[config.mk]
export PLATFORM = sky130hd
export DESIGN_NAME = pressure_to_speed_command
export DESIGN_NICKNAME = d
export VERILOG_FILES = /design/src/sv/p2s_pkg.sv /design/src/sv/p2s_cell.sv /design/src/sv/p2s_window.sv /design/src/sv/p2s_drive.sv /design/src/sv/pressure_to_speed_command.sv
export SDC_FILE = /design/constraint.sdc
export NUM_CORES = 2
export LEC_CHECK = 0
export BUFFER_PORTS_ARGS = -buffer_cell sky130_fd_sc_hd__buf_4
export CORE_MARGIN = 2
export CORE_UTILIZATION = 55
export CTS_CLUSTER_DIAMETER = 100
export CTS_CLUSTER_SIZE = 10
export DETAILED_ROUTE_END_ITERATION = 8
export MAX_ROUTING_LAYER = met4
export PLACE_DENSITY = 0.74
export SKIP_LAST_GASP = 1
export SLEW_MARGIN = 20
export SYNTH_ARGS = -nofsm -noshare
export SYNTH_HDL_FRONTEND = slang
export SYNTH_SLANG_ARGS = --single-unit
[constraint.sdc]
create_clock -name clk -period 11.9 [get_ports clk]
set_input_delay 1.785 -clock clk [delete_from_list [all_inputs] [get_ports clk]]
set_output_delay 1.785 -clock clk [all_outputs]
set_load 0.05 [all_outputs]
[src/sv/p2s_pkg.sv]
`timescale 1ns / 1ps
package p2s_pkg;

  localparam int HISTORY_DEPTH = 8;
  localparam int SAMPLE_BITS   = 12;
  localparam int FULL_SCALE    = 1 << SAMPLE_BITS;

  localparam int SUM4_W      = SAMPLE_BITS + 2;
  localparam int OFFSET_W    = SAMPLE_BITS + 1;
  localparam int DIFF_W      = SAMPLE_BITS + 4;
  localparam int GAIN_W      = 10;
  localparam int GAIN_SHIFT  = 10;
  localparam int PROD_W      = SUM4_W + GAIN_W;
  localparam int STABLE_W    = 16;
  localparam int TOTAL_W     = SAMPLE_BITS + $clog2(HISTORY_DEPTH);
  localparam int STEP_CMP_W  = (TOTAL_W > STABLE_W) ? TOTAL_W : STABLE_W;
  localparam int SPEED_W     = SAMPLE_BITS + 1;
  localparam int CFG_IDX_W   = 3;
  localparam int CFG_DATA_W  = 16;

  // drive thresholds, 0.02 (inclusive) and 0.03 (exclusive) of full scale
  localparam int REV_MIN = (2 * FULL_SCALE + 99) / 100;
  localparam int FWD_MIN = (3 * FULL_SCALE) / 100 + 1;

  localparam int LIMIT_RST      = 1638;
  localparam int POS_LOW_RST    = 1925;
  localparam int POS_HIGH_RST   = 2621;
  localparam int GAIN_FWD_RST   = 410;
  localparam int GAIN_REV_RST   = 512;
  localparam int STABLE_RST     = 1229;
  localparam int OFFSET_RST     = FULL_SCALE;

  typedef enum logic [CFG_IDX_W-1:0] {
    REG_LIMIT_FORWARD   = 3'd0,
    REG_LIMIT_REVERSE   = 3'd1,
    REG_POSITION_LOW    = 3'd2,
    REG_POSITION_HIGH   = 3'd3,
    REG_IGNORE_POSITION = 3'd4,
    REG_GAIN_FORWARD    = 3'd5,
    REG_GAIN_REVERSE    = 3'd6,
    REG_STABLE_LIMIT    = 3'd7
  } cfg_reg_t;

  typedef struct packed {
    logic ld2;
    logic ld3;
    logic ld4;
    logic capture;
  } p2s_ctl_t;

endpackage

[src/sv/p2s_cell.sv]
`timescale 1ns / 1ps
module p2s_cell
  import p2s_pkg::*;
(
  input  logic                   clk,
  input  logic                   rst_n,
  input  logic                   shift,
  input  logic [SAMPLE_BITS-1:0] sample_in,
  output logic [SAMPLE_BITS-1:0] sample_out,
  output logic [SAMPLE_BITS-1:0] step_out
);

  logic [SAMPLE_BITS-1:0] sample_r;
  logic [SAMPLE_BITS-1:0] step_r;
  logic [SAMPLE_BITS-1:0] step_nxt;

  // step to the older neighbour once the incoming sample takes this place
  assign step_nxt = (sample_in > sample_r) ? (sample_in - sample_r) : (sample_r - sample_in);

  always_ff @(posedge clk) begin
    if (!rst_n) begin
      sample_r <= '0;
      step_r   <= '0;
    end else if (shift) begin
      sample_r <= sample_in;
      step_r   <= step_nxt;
    end
  end

  assign sample_out = sample_r;
  assign step_out   = step_r;

endmodule

[src/sv/p2s_window.sv]
`timescale 1ns / 1ps
module p2s_window
  import p2s_pkg::*;
(
  input  logic                   clk,
  input  logic                   rst_n,
  input  logic                   shift,
  input  logic [SAMPLE_BITS-1:0] sample_in,
  output logic [SAMPLE_BITS-1:0] newest,
  output logic [SUM4_W-1:0]      sum4,
  output logic [TOTAL_W-1:0]     total
);

  logic [SAMPLE_BITS-1:0] cell_sample [HISTORY_DEPTH];
  logic [SAMPLE_BITS-1:0] cell_step   [HISTORY_DEPTH];
  logic [SAMPLE_BITS-1:0] chain_in    [HISTORY_DEPTH];
  logic [SAMPLE_BITS-1:0] head_step;
  logic [SUM4_W-1:0]      sum4_r;
  logic [SUM4_W-1:0]      sum4_nxt;
  logic [TOTAL_W-1:0]     all_r;
  logic [TOTAL_W-1:0]     all_nxt;

  assign chain_in[0] = sample_in;

  genvar g;
  generate
    for (g = 0; g < HISTORY_DEPTH; g++) begin : g_cell
      if (g > 0) begin : g_link
        assign chain_in[g] = cell_sample[g-1];
      end
      p2s_cell u_cell (
        .clk        (clk),
        .rst_n      (rst_n),
        .shift      (shift),
        .sample_in  (chain_in[g]),
        .sample_out (cell_sample[g]),
        .step_out   (cell_step[g])
      );
    end
  endgenerate

  assign head_step = (sample_in > cell_sample[0]) ? (sample_in - cell_sample[0])
                                                  : (cell_sample[0] - sample_in);

  // running sums, the oldest cell's step lies outside the window
  assign sum4_nxt = sum4_r + SUM4_W'(sample_in) - SUM4_W'(cell_sample[3]);
  assign all_nxt  = all_r + TOTAL_W'(head_step) - TOTAL_W'(cell_step[HISTORY_DEPTH-1]);

  always_ff @(posedge clk) begin
    if (!rst_n) begin
      sum4_r <= '0;
      all_r  <= '0;
    end else if (shift) begin
      sum4_r <= sum4_nxt;
      all_r  <= all_nxt;
    end
  end

  assign newest = cell_sample[0];
  assign sum4   = sum4_r;
  assign total  = all_r - TOTAL_W'(cell_step[HISTORY_DEPTH-1]);

endmodule

[src/sv/p2s_drive.sv]
`timescale 1ns / 1ps
module p2s_drive
  import p2s_pkg::*;
(
  input  logic                   clk,
  input  logic                   rst_n,
  input  p2s_ctl_t               ctl,
  input  logic [SUM4_W-1:0]      sum4_in,
  input  logic [SAMPLE_BITS-1:0] newest_in,
  input  logic [GAIN_W-1:0]      gain,
  input  logic [SAMPLE_BITS-1:0] limit,
  output logic [SAMPLE_BITS-1:0] drive
);

  logic [SUM4_W-1:0]        sum4_s2_r;
  logic [SAMPLE_BITS-1:0]   newest_s2_r;
  logic [OFFSET_W-1:0]      offset_r;
  logic signed [DIFF_W-1:0] diff;
  logic [SUM4_W-1:0]        d_nxt;
  logic [SUM4_W-1:0]        d_r;
  logic [PROD_W-1:0]        prod_r;
  logic [SUM4_W-1:0]        scaled;

  always_ff @(posedge clk) begin
    if (ctl.ld2) begin
      sum4_s2_r   <= sum4_in;
      newest_s2_r <= newest_in;
    end
    if (ctl.ld3) begin
      d_r <= d_nxt;
    end
    if (ctl.ld4) begin
      prod_r <= PROD_W'(d_r) * PROD_W'(gain);
    end
  end

  // offset seen by this request is the one before its own capture
  always_ff @(posedge clk) begin
    if (!rst_n) begin
      offset_r <= OFFSET_W'(OFFSET_RST);
    end else if (ctl.capture) begin
      offset_r <= OFFSET_W'(newest_s2_r);
    end
  end

  assign diff  = $signed(DIFF_W'(sum4_s2_r)) - $signed(DIFF_W'({offset_r, 2'b00}));
  assign d_nxt = (diff > 0) ? diff[SUM4_W-1:0] : '0;

  assign scaled = prod_r[GAIN_SHIFT +: SUM4_W];
  assign drive  = (scaled > SUM4_W'(limit)) ? limit : scaled[SAMPLE_BITS-1:0];

endmodule

[src/sv/pressure_to_speed_command.sv]
`timescale 1ns / 1ps
// Takes one request per clock while in_stall is low and returns one result per request, in order;
// out_valid rises once the request has moved through stages s1 to s4 into the output register,
// and internal stages keep filling while a result waits.
// Each pressure channel is a row of sample cells that shift once per request and keep running
// sums for the four-sample mean and the step total used for the steadiness test. The offset
// subtract and the capture share one stage, so a capture takes effect from the very next request.
// Configuration is written through the cfg port, which is always ready; write it only while idle.
module pressure_to_speed_command
  import p2s_pkg::*;
(
  input  logic                      clk,
  input  logic                      rst_n,
  input  logic                      in_valid,
  output logic                      in_stall,
  input  logic [SAMPLE_BITS-1:0]    in_sample_forward,
  input  logic [SAMPLE_BITS-1:0]    in_sample_reverse,
  input  logic [SAMPLE_BITS-1:0]    in_position,
  input  logic                      in_mode,
  output logic                      out_valid,
  input  logic                      out_stall,
  output logic signed [SPEED_W-1:0] out_speed,
  output logic                      out_offsets_captured,
  input  logic                      cfg_valid,
  output logic                      cfg_ready,
  input  logic [CFG_IDX_W-1:0]      cfg_index,
  input  logic [CFG_DATA_W-1:0]     cfg_data
);

  logic [SAMPLE_BITS-1:0] limit_forward_r;
  logic [SAMPLE_BITS-1:0] limit_reverse_r;
  logic [SAMPLE_BITS-1:0] position_low_r;
  logic [SAMPLE_BITS-1:0] position_high_r;
  logic                   ignore_position_r;
  logic [GAIN_W-1:0]      gain_forward_r;
  logic [GAIN_W-1:0]      gain_reverse_r;
  logic [STABLE_W-1:0]    stable_limit_r;

  logic s1_v_r, s2_v_r, s3_v_r, s4_v_r, out_v_r;
  logic free1, free2, free3, free4, free_out;
  logic accept, adv1, adv2, adv3, adv4;

  logic [SAMPLE_BITS-1:0] s1_pos_r, s2_pos_r, s3_pos_r, s4_pos_r;
  logic                   s1_mode_r, s2_mode_r;
  logic                   s2_steady_r;
  logic                   s3_captured_r, s4_captured_r;
  logic                   steady_nxt;

  logic [SAMPLE_BITS-1:0] newest_f, newest_rev;
  logic [SUM4_W-1:0]      sum4_f, sum4_rev;
  logic [TOTAL_W-1:0]     total_f, total_rev;
  logic [SAMPLE_BITS-1:0] drive_f, drive_rev;
  p2s_ctl_t               ctl;

  logic                      rev_ok, fwd_ok;
  logic signed [SPEED_W-1:0] speed_nxt;
  logic signed [SPEED_W-1:0] out_speed_r;
  logic                      out_captured_r;

  // handshake chain
  assign free_out = !out_v_r || !out_stall;
  assign adv4     = s4_v_r && free_out;
  assign free4    = !s4_v_r || free_out;
  assign adv3     = s3_v_r && free4;
  assign free3    = !s3_v_r || free4;
  assign adv2     = s2_v_r && free3;
  assign free2    = !s2_v_r || free3;
  assign adv1     = s1_v_r && free2;
  assign free1    = !s1_v_r || free2;
  assign accept   = in_valid && free1;
  assign in_stall = !free1;

  always_ff @(posedge clk) begin
    if (!rst_n) begin
      s1_v_r  <= 1'b0;
      s2_v_r  <= 1'b0;
      s3_v_r  <= 1'b0;
      s4_v_r  <= 1'b0;
      out_v_r <= 1'b0;
    end else begin
      s1_v_r  <= accept || (s1_v_r && !adv1);
      s2_v_r  <= adv1 || (s2_v_r && !adv2);
      s3_v_r  <= adv2 || (s3_v_r && !adv3);
      s4_v_r  <= adv3 || (s4_v_r && !adv4);
      out_v_r <= adv4 || (out_v_r && !free_out);
    end
  end

  // configuration
  assign cfg_ready = 1'b1;

  always_ff @(posedge clk) begin
    if (!rst_n) begin
      limit_forward_r   <= SAMPLE_BITS'(LIMIT_RST);
      limit_reverse_r   <= SAMPLE_BITS'(LIMIT_RST);
      position_low_r    <= SAMPLE_BITS'(POS_LOW_RST);
      position_high_r   <= SAMPLE_BITS'(POS_HIGH_RST);
      ignore_position_r <= 1'b0;
      gain_forward_r    <= GAIN_W'(GAIN_FWD_RST);
      gain_reverse_r    <= GAIN_W'(GAIN_REV_RST);
      stable_limit_r    <= STABLE_W'(STABLE_RST);
    end else if (cfg_valid && cfg_ready) begin
      case (cfg_reg_t'(cfg_index))
        REG_LIMIT_FORWARD:   limit_forward_r   <= cfg_data[SAMPLE_BITS-1:0];
        REG_LIMIT_REVERSE:   limit_reverse_r   <= cfg_data[SAMPLE_BITS-1:0];
        REG_POSITION_LOW:    position_low_r    <= cfg_data[SAMPLE_BITS-1:0];
        REG_POSITION_HIGH:   position_high_r   <= cfg_data[SAMPLE_BITS-1:0];
        REG_IGNORE_POSITION: ignore_position_r <= cfg_data[0];
        REG_GAIN_FORWARD:    gain_forward_r    <= cfg_data[GAIN_W-1:0];
        REG_GAIN_REVERSE:    gain_reverse_r    <= cfg_data[GAIN_W-1:0];
        REG_STABLE_LIMIT:    stable_limit_r    <= cfg_data[STABLE_W-1:0];
        default: ;
      endcase
    end
  end

  // history windows
  p2s_window u_win_f (
    .clk       (clk),
    .rst_n     (rst_n),
    .shift     (accept),
    .sample_in (in_sample_forward),
    .newest    (newest_f),
    .sum4      (sum4_f),
    .total     (total_f)
  );

  p2s_window u_win_r (
    .clk       (clk),
    .rst_n     (rst_n),
    .shift     (accept),
    .sample_in (in_sample_reverse),
    .newest    (newest_rev),
    .sum4      (sum4_rev),
    .total     (total_rev)
  );

  assign steady_nxt = (STEP_CMP_W'(total_f) < STEP_CMP_W'(stable_limit_r)) &&
                      (STEP_CMP_W'(total_rev) < STEP_CMP_W'(stable_limit_r));

  assign ctl.ld2     = adv1;
  assign ctl.ld3     = adv2;
  assign ctl.ld4     = adv3;
  assign ctl.capture = adv2 && s2_mode_r && s2_steady_r;

  p2s_drive u_drv_f (
    .clk       (clk),
    .rst_n     (rst_n),
    .ctl       (ctl),
    .sum4_in   (sum4_f),
    .newest_in (newest_f),
    .gain      (gain_forward_r),
    .limit     (limit_forward_r),
    .drive     (drive_f)
  );

  p2s_drive u_drv_r (
    .clk       (clk),
    .rst_n     (rst_n),
    .ctl       (ctl),
    .sum4_in   (sum4_rev),
    .newest_in (newest_rev),
    .gain      (gain_reverse_r),
    .limit     (limit_reverse_r),
    .drive     (drive_rev)
  );

  // side payload through the stages
  always_ff @(posedge clk) begin
    if (accept) begin
      s1_pos_r  <= in_position;
      s1_mode_r <= in_mode;
    end
    if (adv1) begin
      s2_pos_r    <= s1_pos_r;
      s2_mode_r   <= s1_mode_r;
      s2_steady_r <= steady_nxt;
    end
    if (adv2) begin
      s3_pos_r      <= s2_pos_r;
      s3_captured_r <= s2_mode_r && s2_steady_r;
    end
    if (adv3) begin
      s4_pos_r      <= s3_pos_r;
      s4_captured_r <= s3_captured_r;
    end
    if (adv4) begin
      out_speed_r    <= speed_nxt;
      out_captured_r <= s4_captured_r;
    end
  end

  // direction select, reverse first
  assign rev_ok = (drive_rev >= SAMPLE_BITS'(REV_MIN)) &&
                  (ignore_position_r || (s4_pos_r < position_high_r));
  assign fwd_ok = (drive_f >= SAMPLE_BITS'(FWD_MIN)) &&
                  (ignore_position_r || (s4_pos_r > position_low_r));

  always_comb begin
    if (rev_ok) begin
      speed_nxt = SPEED_W'(0) - $signed({1'b0, drive_rev});
    end else if (fwd_ok) begin
      speed_nxt = $signed({1'b0, drive_f});
    end else begin
      speed_nxt = '0;
    end
  end

  assign out_valid            = out_v_r;
  assign out_speed            = out_speed_r;
  assign out_offsets_captured = out_captured_r;

endmodule

# After elaboration in Yosys (flattened, before gate mapping)
# Index checks and enable logic that the tools add are counted.
op_classes:
  n_addsub: 21
  n_mul: 2
  order_cmp: 14
  eq_ne: 7
  mux: 8
  reduce_logical: 49
ops:
  columns: ["cell", "n"]
  rows:
  - ["$sub 12x12->12", 8]
  - ["$mux 12", 7]
  - ["$gt 12x12->1", 5]
  - ["$sub 15x12->15", 4]
  - ["$mul 14x10->24", 2]
  - ["$gt 16x1->1 const B", 2]
  - ["$lt 15x16->1", 2]
  - ["$sub 14x15->16", 2]
  - ["$add 15x12->15", 2]
  - ["$add 14x12->14", 2]
  - ["$gt 14x12->1", 2]
  - ["$sub 14x12->14", 2]
  - ["$ge 12x7->1 const B", 2]
  - ["$logic_and 1x1->1", 16]
  - ["$reduce_and 2->1", 8]
  - ["$mux 13", 1]
  - ["$sub 1x12->13 const A", 1]
  - ["$eq 3x3->1 const B", 4]
  - ["$logic_not 1->1", 12]
  - ["$logic_or 1x1->1", 12]
  - ["$lt 12x12->1", 1]
  - ["$eq 3x2->1 const B", 2]
  - ["$eq 3x1->1 const B", 1]
  - ["$logic_not 3->1", 1]
word_totals:
  register_bits: 585
  inputBits: 61
  out_inout_bits: 17
  word_cells: 157

# Logic depth before layout (Yosys ltp)
logic_depth:
  ltp_word: 9
  depth_mapped: 23
  mapped_depth_nobuf: 23

# Cells and area by module
# A second synthesis with hierarchy kept.
hier_totals:
  hier_cells: 7157
  area_unflattened_um2: 62777.7
by_module_without_submodules:
  columns: ["module", "instances", "cells_per_inst", "area_per_inst_um2", "seq_area_each_um2"]
  rows:
  - ["p2s_cell (u_win_f.g_cell[0].u_cell ...)", 15, 242, 1988.2, 480.5]
  - ["p2s_window", 2, 559, 4478.0, 580.6]
  - ["p2s_drive (u_drv_r)", 1, 754, 7558.5, 1881.8]
  - ["p2s_drive (u_drv_f)", 1, 728, 7440.9, 1881.8]
  - ["pressure_to_speed_command", 1, 673, 6909.1, 3813.7]
  - ["p2s_cell (u_win_f.g_cell[5].u_cell)", 1, 254, 2090.8, 480.5]

# Least setup slack after synthesis
# No wires, ideal clock.
synth_timing:
  path_type: "input port to flip-flop"
  from: "in in_sample_forward[0]"
  to: "reg u_win_f.all_r[13]"
  setup_ns: 0.123
  arrival_ns: 6.596
  t_required_ns: 11.777
  path_slack_ns: 5.180
  path_stages: 22
  path_buffers: 1
  cell_sequence: "inv_1 > ha_1 > inv_1 > fa_1 > a21oi_1 > o21bai_1 > a2111oi_2 > nor4_1 > nor2_2 > buf_2 > mux2_2 > fa_1 > ha_1 > a21o_1 > a21o_1 > a2111oi_0 > nor3_1 > a41o_1 > o41ai_1 > o21ai_0 > xnor2_1 > o21ai_0"
synth_between:
  elab_chain_len: 4
  word_cells_on_any_way: 6
  classes_between: "add/sub: 4; order compare: 1; mux: 1"
synth_rtl:
  columns: ["item", "line", "rtl"]
  rows:
  - ["start, declared", "pressure_to_speed_command.sv:16", "input logic [SAMPLE_BITS-1:0] in_sample_forward,"]
  - ["$sub 12x12->12, or another cell as far along", "p2s_window.sv:43", ": (cell_sample[0] - sample_in);"]
  - ["$mux 12 *", "p2s_window.sv:42", "assign head_step = (sample_in > cell_sample[0]) ? (sample_in - cell_sample[0])"]
  - ["$add 15x12->15 *", "p2s_window.sv:47", "assign all_nxt = all_r + TOTAL_W'(head_step) - TOTAL_W'(cell_step[HISTORY_DEPTH-1]);"]
  - ["$sub 15x12->15 *", "p2s_window.sv:47", null]
  - ["end signal, assigned", "p2s_window.sv:55", "all_r <= all_nxt;"]
  - ["end, declared", "p2s_window.sv:20", "logic [TOTAL_W-1:0] all_r;"]
# Every way passes the cells marked *; elsewhere a longest branch is shown, timed or not.
# A chain may end at the register's enable or synchronous reset.

# Worst setup path in the final report
layout_timing:
  from: "in in_sample_forward[0]"
  to: "reg u_win_f.all_r[14]"
# The elaborated chain is that of the path after synthesis.

==> run summary <==
CTS Root Cell = clkbuf_16
Clock Tree Buf Depth = 3
Initial antenna violation count = 0
H-tree depth = 3
Max-cap viol count = 0
Critical Path Source Type = primary input
Via count = 30100
Hold Crit Class = flip-flop to flip-flop
Final worst path period need = 7.161 ns
Final period utilization = 60.18%
Combinational power share = 36.2%
Final WL = 93780 um
Area leader, netlist = dfxtp_1
Clk network pwr share = 29.3%
Final Skew = 0.03063 ns
Detailed placer's ending HPWL = 68700 um
Clk pin slew, worst setup/hold paths = 0.06 ns
Net Sw Frac = 34.02%
Num CTS Buffers = 66
P_leak = 18.07 nW
Top cells by area, synth = dfxtp_1 (20%), edfxtp_1 (13%), fa_1 (13%)
Worst-Skew Late Latency = 0.61 ns
Layout cells sized above 1 = 4.882%
Starting Density = 55.27%
Peak VDD IR = 126.8 uV
Most common cell in the netlist = nand2_1
Multi-input gate area = 23440 um2
Clock sink count = 564
Avg Cell Area, Syn = 8.752 um2
Rows = 98
Wire per inst = 17.19 um
Slew HR = 29.29%
Crit path DAT = 7.70 ns
Seq. cell area = 13040 um2
Critical Path Sink Type = flip-flop
Largest net degree at the start of global routing = 208
Final Hold Slack = 0.4169 ns
Slew Limit Fails = 0
Die height = 271.3 um
# DRC = 0
Top post-synthesis cells by count = nand2_1 (868), inv_1 (567), a21oi_1 (456), ha_1 (391), dfxtp_1 (389)
Antenna Violating Nets Remaining = 0
Post-Layout Cell Count = 5456
First-pass GRT wire length = 153500 um
Diode count = 0
Die Wd = 271.3 um
CP Class = primary input to flip-flop
Final nets = 5163
Yosys cell types = 84
Req. time, crit path = 12.44 ns
Synth Flop Type = dfxtp_1
Post-Syn Nets = 5189
Synth Cell Area = 39310 um2
NetSw = 2.218 mW
Sequential share of power = 34.5%
Hold-fix buffers, CTS = 0
Initial drt markers = 2022
R2r startpoint = u_win_f.g_cell[0].u_cell.sample_out[0]
Status = completed
Peak Freq = 139.6 MHz
Area Growth Syn to Fin = 8.181%
Cell total after placement = 5347
Post-DP Area = 40550 um2
Hold_sp = s3_captured_r
Fin Setup TNS = 0 ns
IO Port Bufs = 76
All-Layer GR Usage = 26.51%
Post-DR vias/cell = 5.516
Worst-Margin Slew = 1.059 ns
Share of flip-flops with an asynchronous set or reset = 0%
RSZ-0062 raised after global routing = no
Die area = 73620 um2
1st-pass router iterations = 6
Pint = 4.302 mW
Final setup vio count = 0
Post-synth EDFFs = 175
Seq cells post-synth = 564
Gate Count Post-Synth = 4491
Core Area = 71120 um2
CTS tree = built
Post-route cell area = 42520 um2
Top cell type's share of synthesized area = 19.81%
Fillers = 6243
Seq/Total Area, Yosys = 33.18%
Vias in the first global route = 29020
Boundary Pins = 78
Final Hold Vio Count = 0
CP max FO = 15
Final GP Congestion = 0.9179
Pwr Density = 153.3 nW/um2
Synth Warn # = 0
Worst Setup SP = in_sample_forward[0]
Post-CTS Resized = 0
Total gr overflow = 0
Post-CTS Setup Inserts = 0
[kinds of logic (layout without fill, tap and decap cells)]
group                    after synthesis  count (layout)  share of synthesized area, %
AND/OR/NAND/NOR                     1473            1473                         16.59
XOR/XNOR                             149             149                         3.320
flip-flops                           564             564                         33.18
buffers and inverters                758             773                         7.287
other                                  1               1                      0.009541
multiplexers                          54              54                         1.417
AO/OA/AOI/OAI                        855             855                         13.22
adder cells (fa/ha/maj)              637             637                         24.98
[flip-flops by register name, indices dropped and copies added, names as in the netlist, 15 cells and up, named ones only]
register	cells
u_win_f.all_r	15
u_win_r.g_cell.u_cell.sample_out	96
u_win_f.g_cell.u_cell.sample_out	96
u_win_r.all_r	15
stable_limit_r	16
[power by group through the flow]
stage | clock network (mW) | registers, mW | logic, mW
3_5_place_dp | 0 | 2.29 | 2.33
4_1_cts | 1.95 | 2.24 | 2.35
2_1_floorplan | 0 | 2.23 | 1.88
6_report | 1.91 | 2.25 | 2.36
5_1_grt | 2.02 | 2.26 | 2.69
3_3_place_gp | 0 | 2.28 | 2.29
[final timing paths]
| kind | endpoint | slack [ns] | depth (start not counted) |
|---|---|---|---|
| setup / recovery | u_win_f.all_r[14] | 4.74 | 22 |
| hold / removal | s4_captured_r | 0.42 | 0 |
| setup reg to reg | u_win_f.all_r[14] | 5.59 | 20 |
| hold reg to reg | s4_captured_r | 0.42 | 0 |
[layer usage]
layer / share of wire, % / routed length (um) / track usage, % / vias up
met2: 46 / 42890 / 41.68 / 768
met1: 47 / 43850 / 36.46 / 14430
met4: 2.3 / 2163 / 6.897 / 0
li1: - / - / - / 14760
met5: 0 / 0 / - / -
met3: 5.2 / 4882 / 3.202 / 137
[cell usage in the layout, fill, tap and decap left out, types with 18 or more instances in the layout]
cell type and count:
a211oi_1 29, a21o_1 66, a21oi_1 455, and2_1 139
buf_4 95, clkbuf_1 35, clkbuf_16 73, dfxtp_1 389
edfxtp_1 175, fa_1 246, ha_1 391, inv_1 566
mux2i_1 44, nand2_1 867, nand3_1 54, nand4_1 33
nor2_1 173, nor2b_1 43, nor3_1 73, o211ai_1 35
o21a_1 38, o21ai_0 87, o21bai_1 18, or3_1 18
xnor2_1 102, xor2_1 47
[metrics by stage]
stage / worst slack [ns] / total power [mW] / utilization (%)
after floorplan: 5.180 / 4.113 / -
after global placement: 4.182 / 4.568 / 57.02
after detailed placement: 4.147 / 4.612 / 57.02
after CTS: 4.771 / 6.542 / 59.78
after global routing: 4.092 / 6.971 / 59.79
final: 4.739 / 6.520 / 59.79
[worst max-delay path, cell delays in order]
cell and delay, ns:
buf_4 0.13, inv_1 0.06, ha_1 0.13, inv_1 0.06, fa_1 0.39, a21oi_1 0.15, o21bai_1 0.15, a2111oi_2 0.50
nor4_1 0.15, nor2_2 0.75, mux2_2 0.46, o21ai_0 0.17, a21oi_1 0.12, xnor2_1 0.23, fa_1 0.45, ha_1 0.28
o41ai_1 0.64, o2111ai_1 0.27, a41oi_1 0.28, xnor2_1 0.09, or3_1 0.31, a21oi_1 0.14
[cell type report]
class,count,area share [%]
multi-input cells,3169,55.13
flip-flops and latches,564,30.67
inverters,568,5.049
clock buffers,108,4.605
well taps,950,2.795
repair buffers,96,1.724
clock inverters,1,0.02060
No activity file was read; power rests on OpenSTA's default activity.
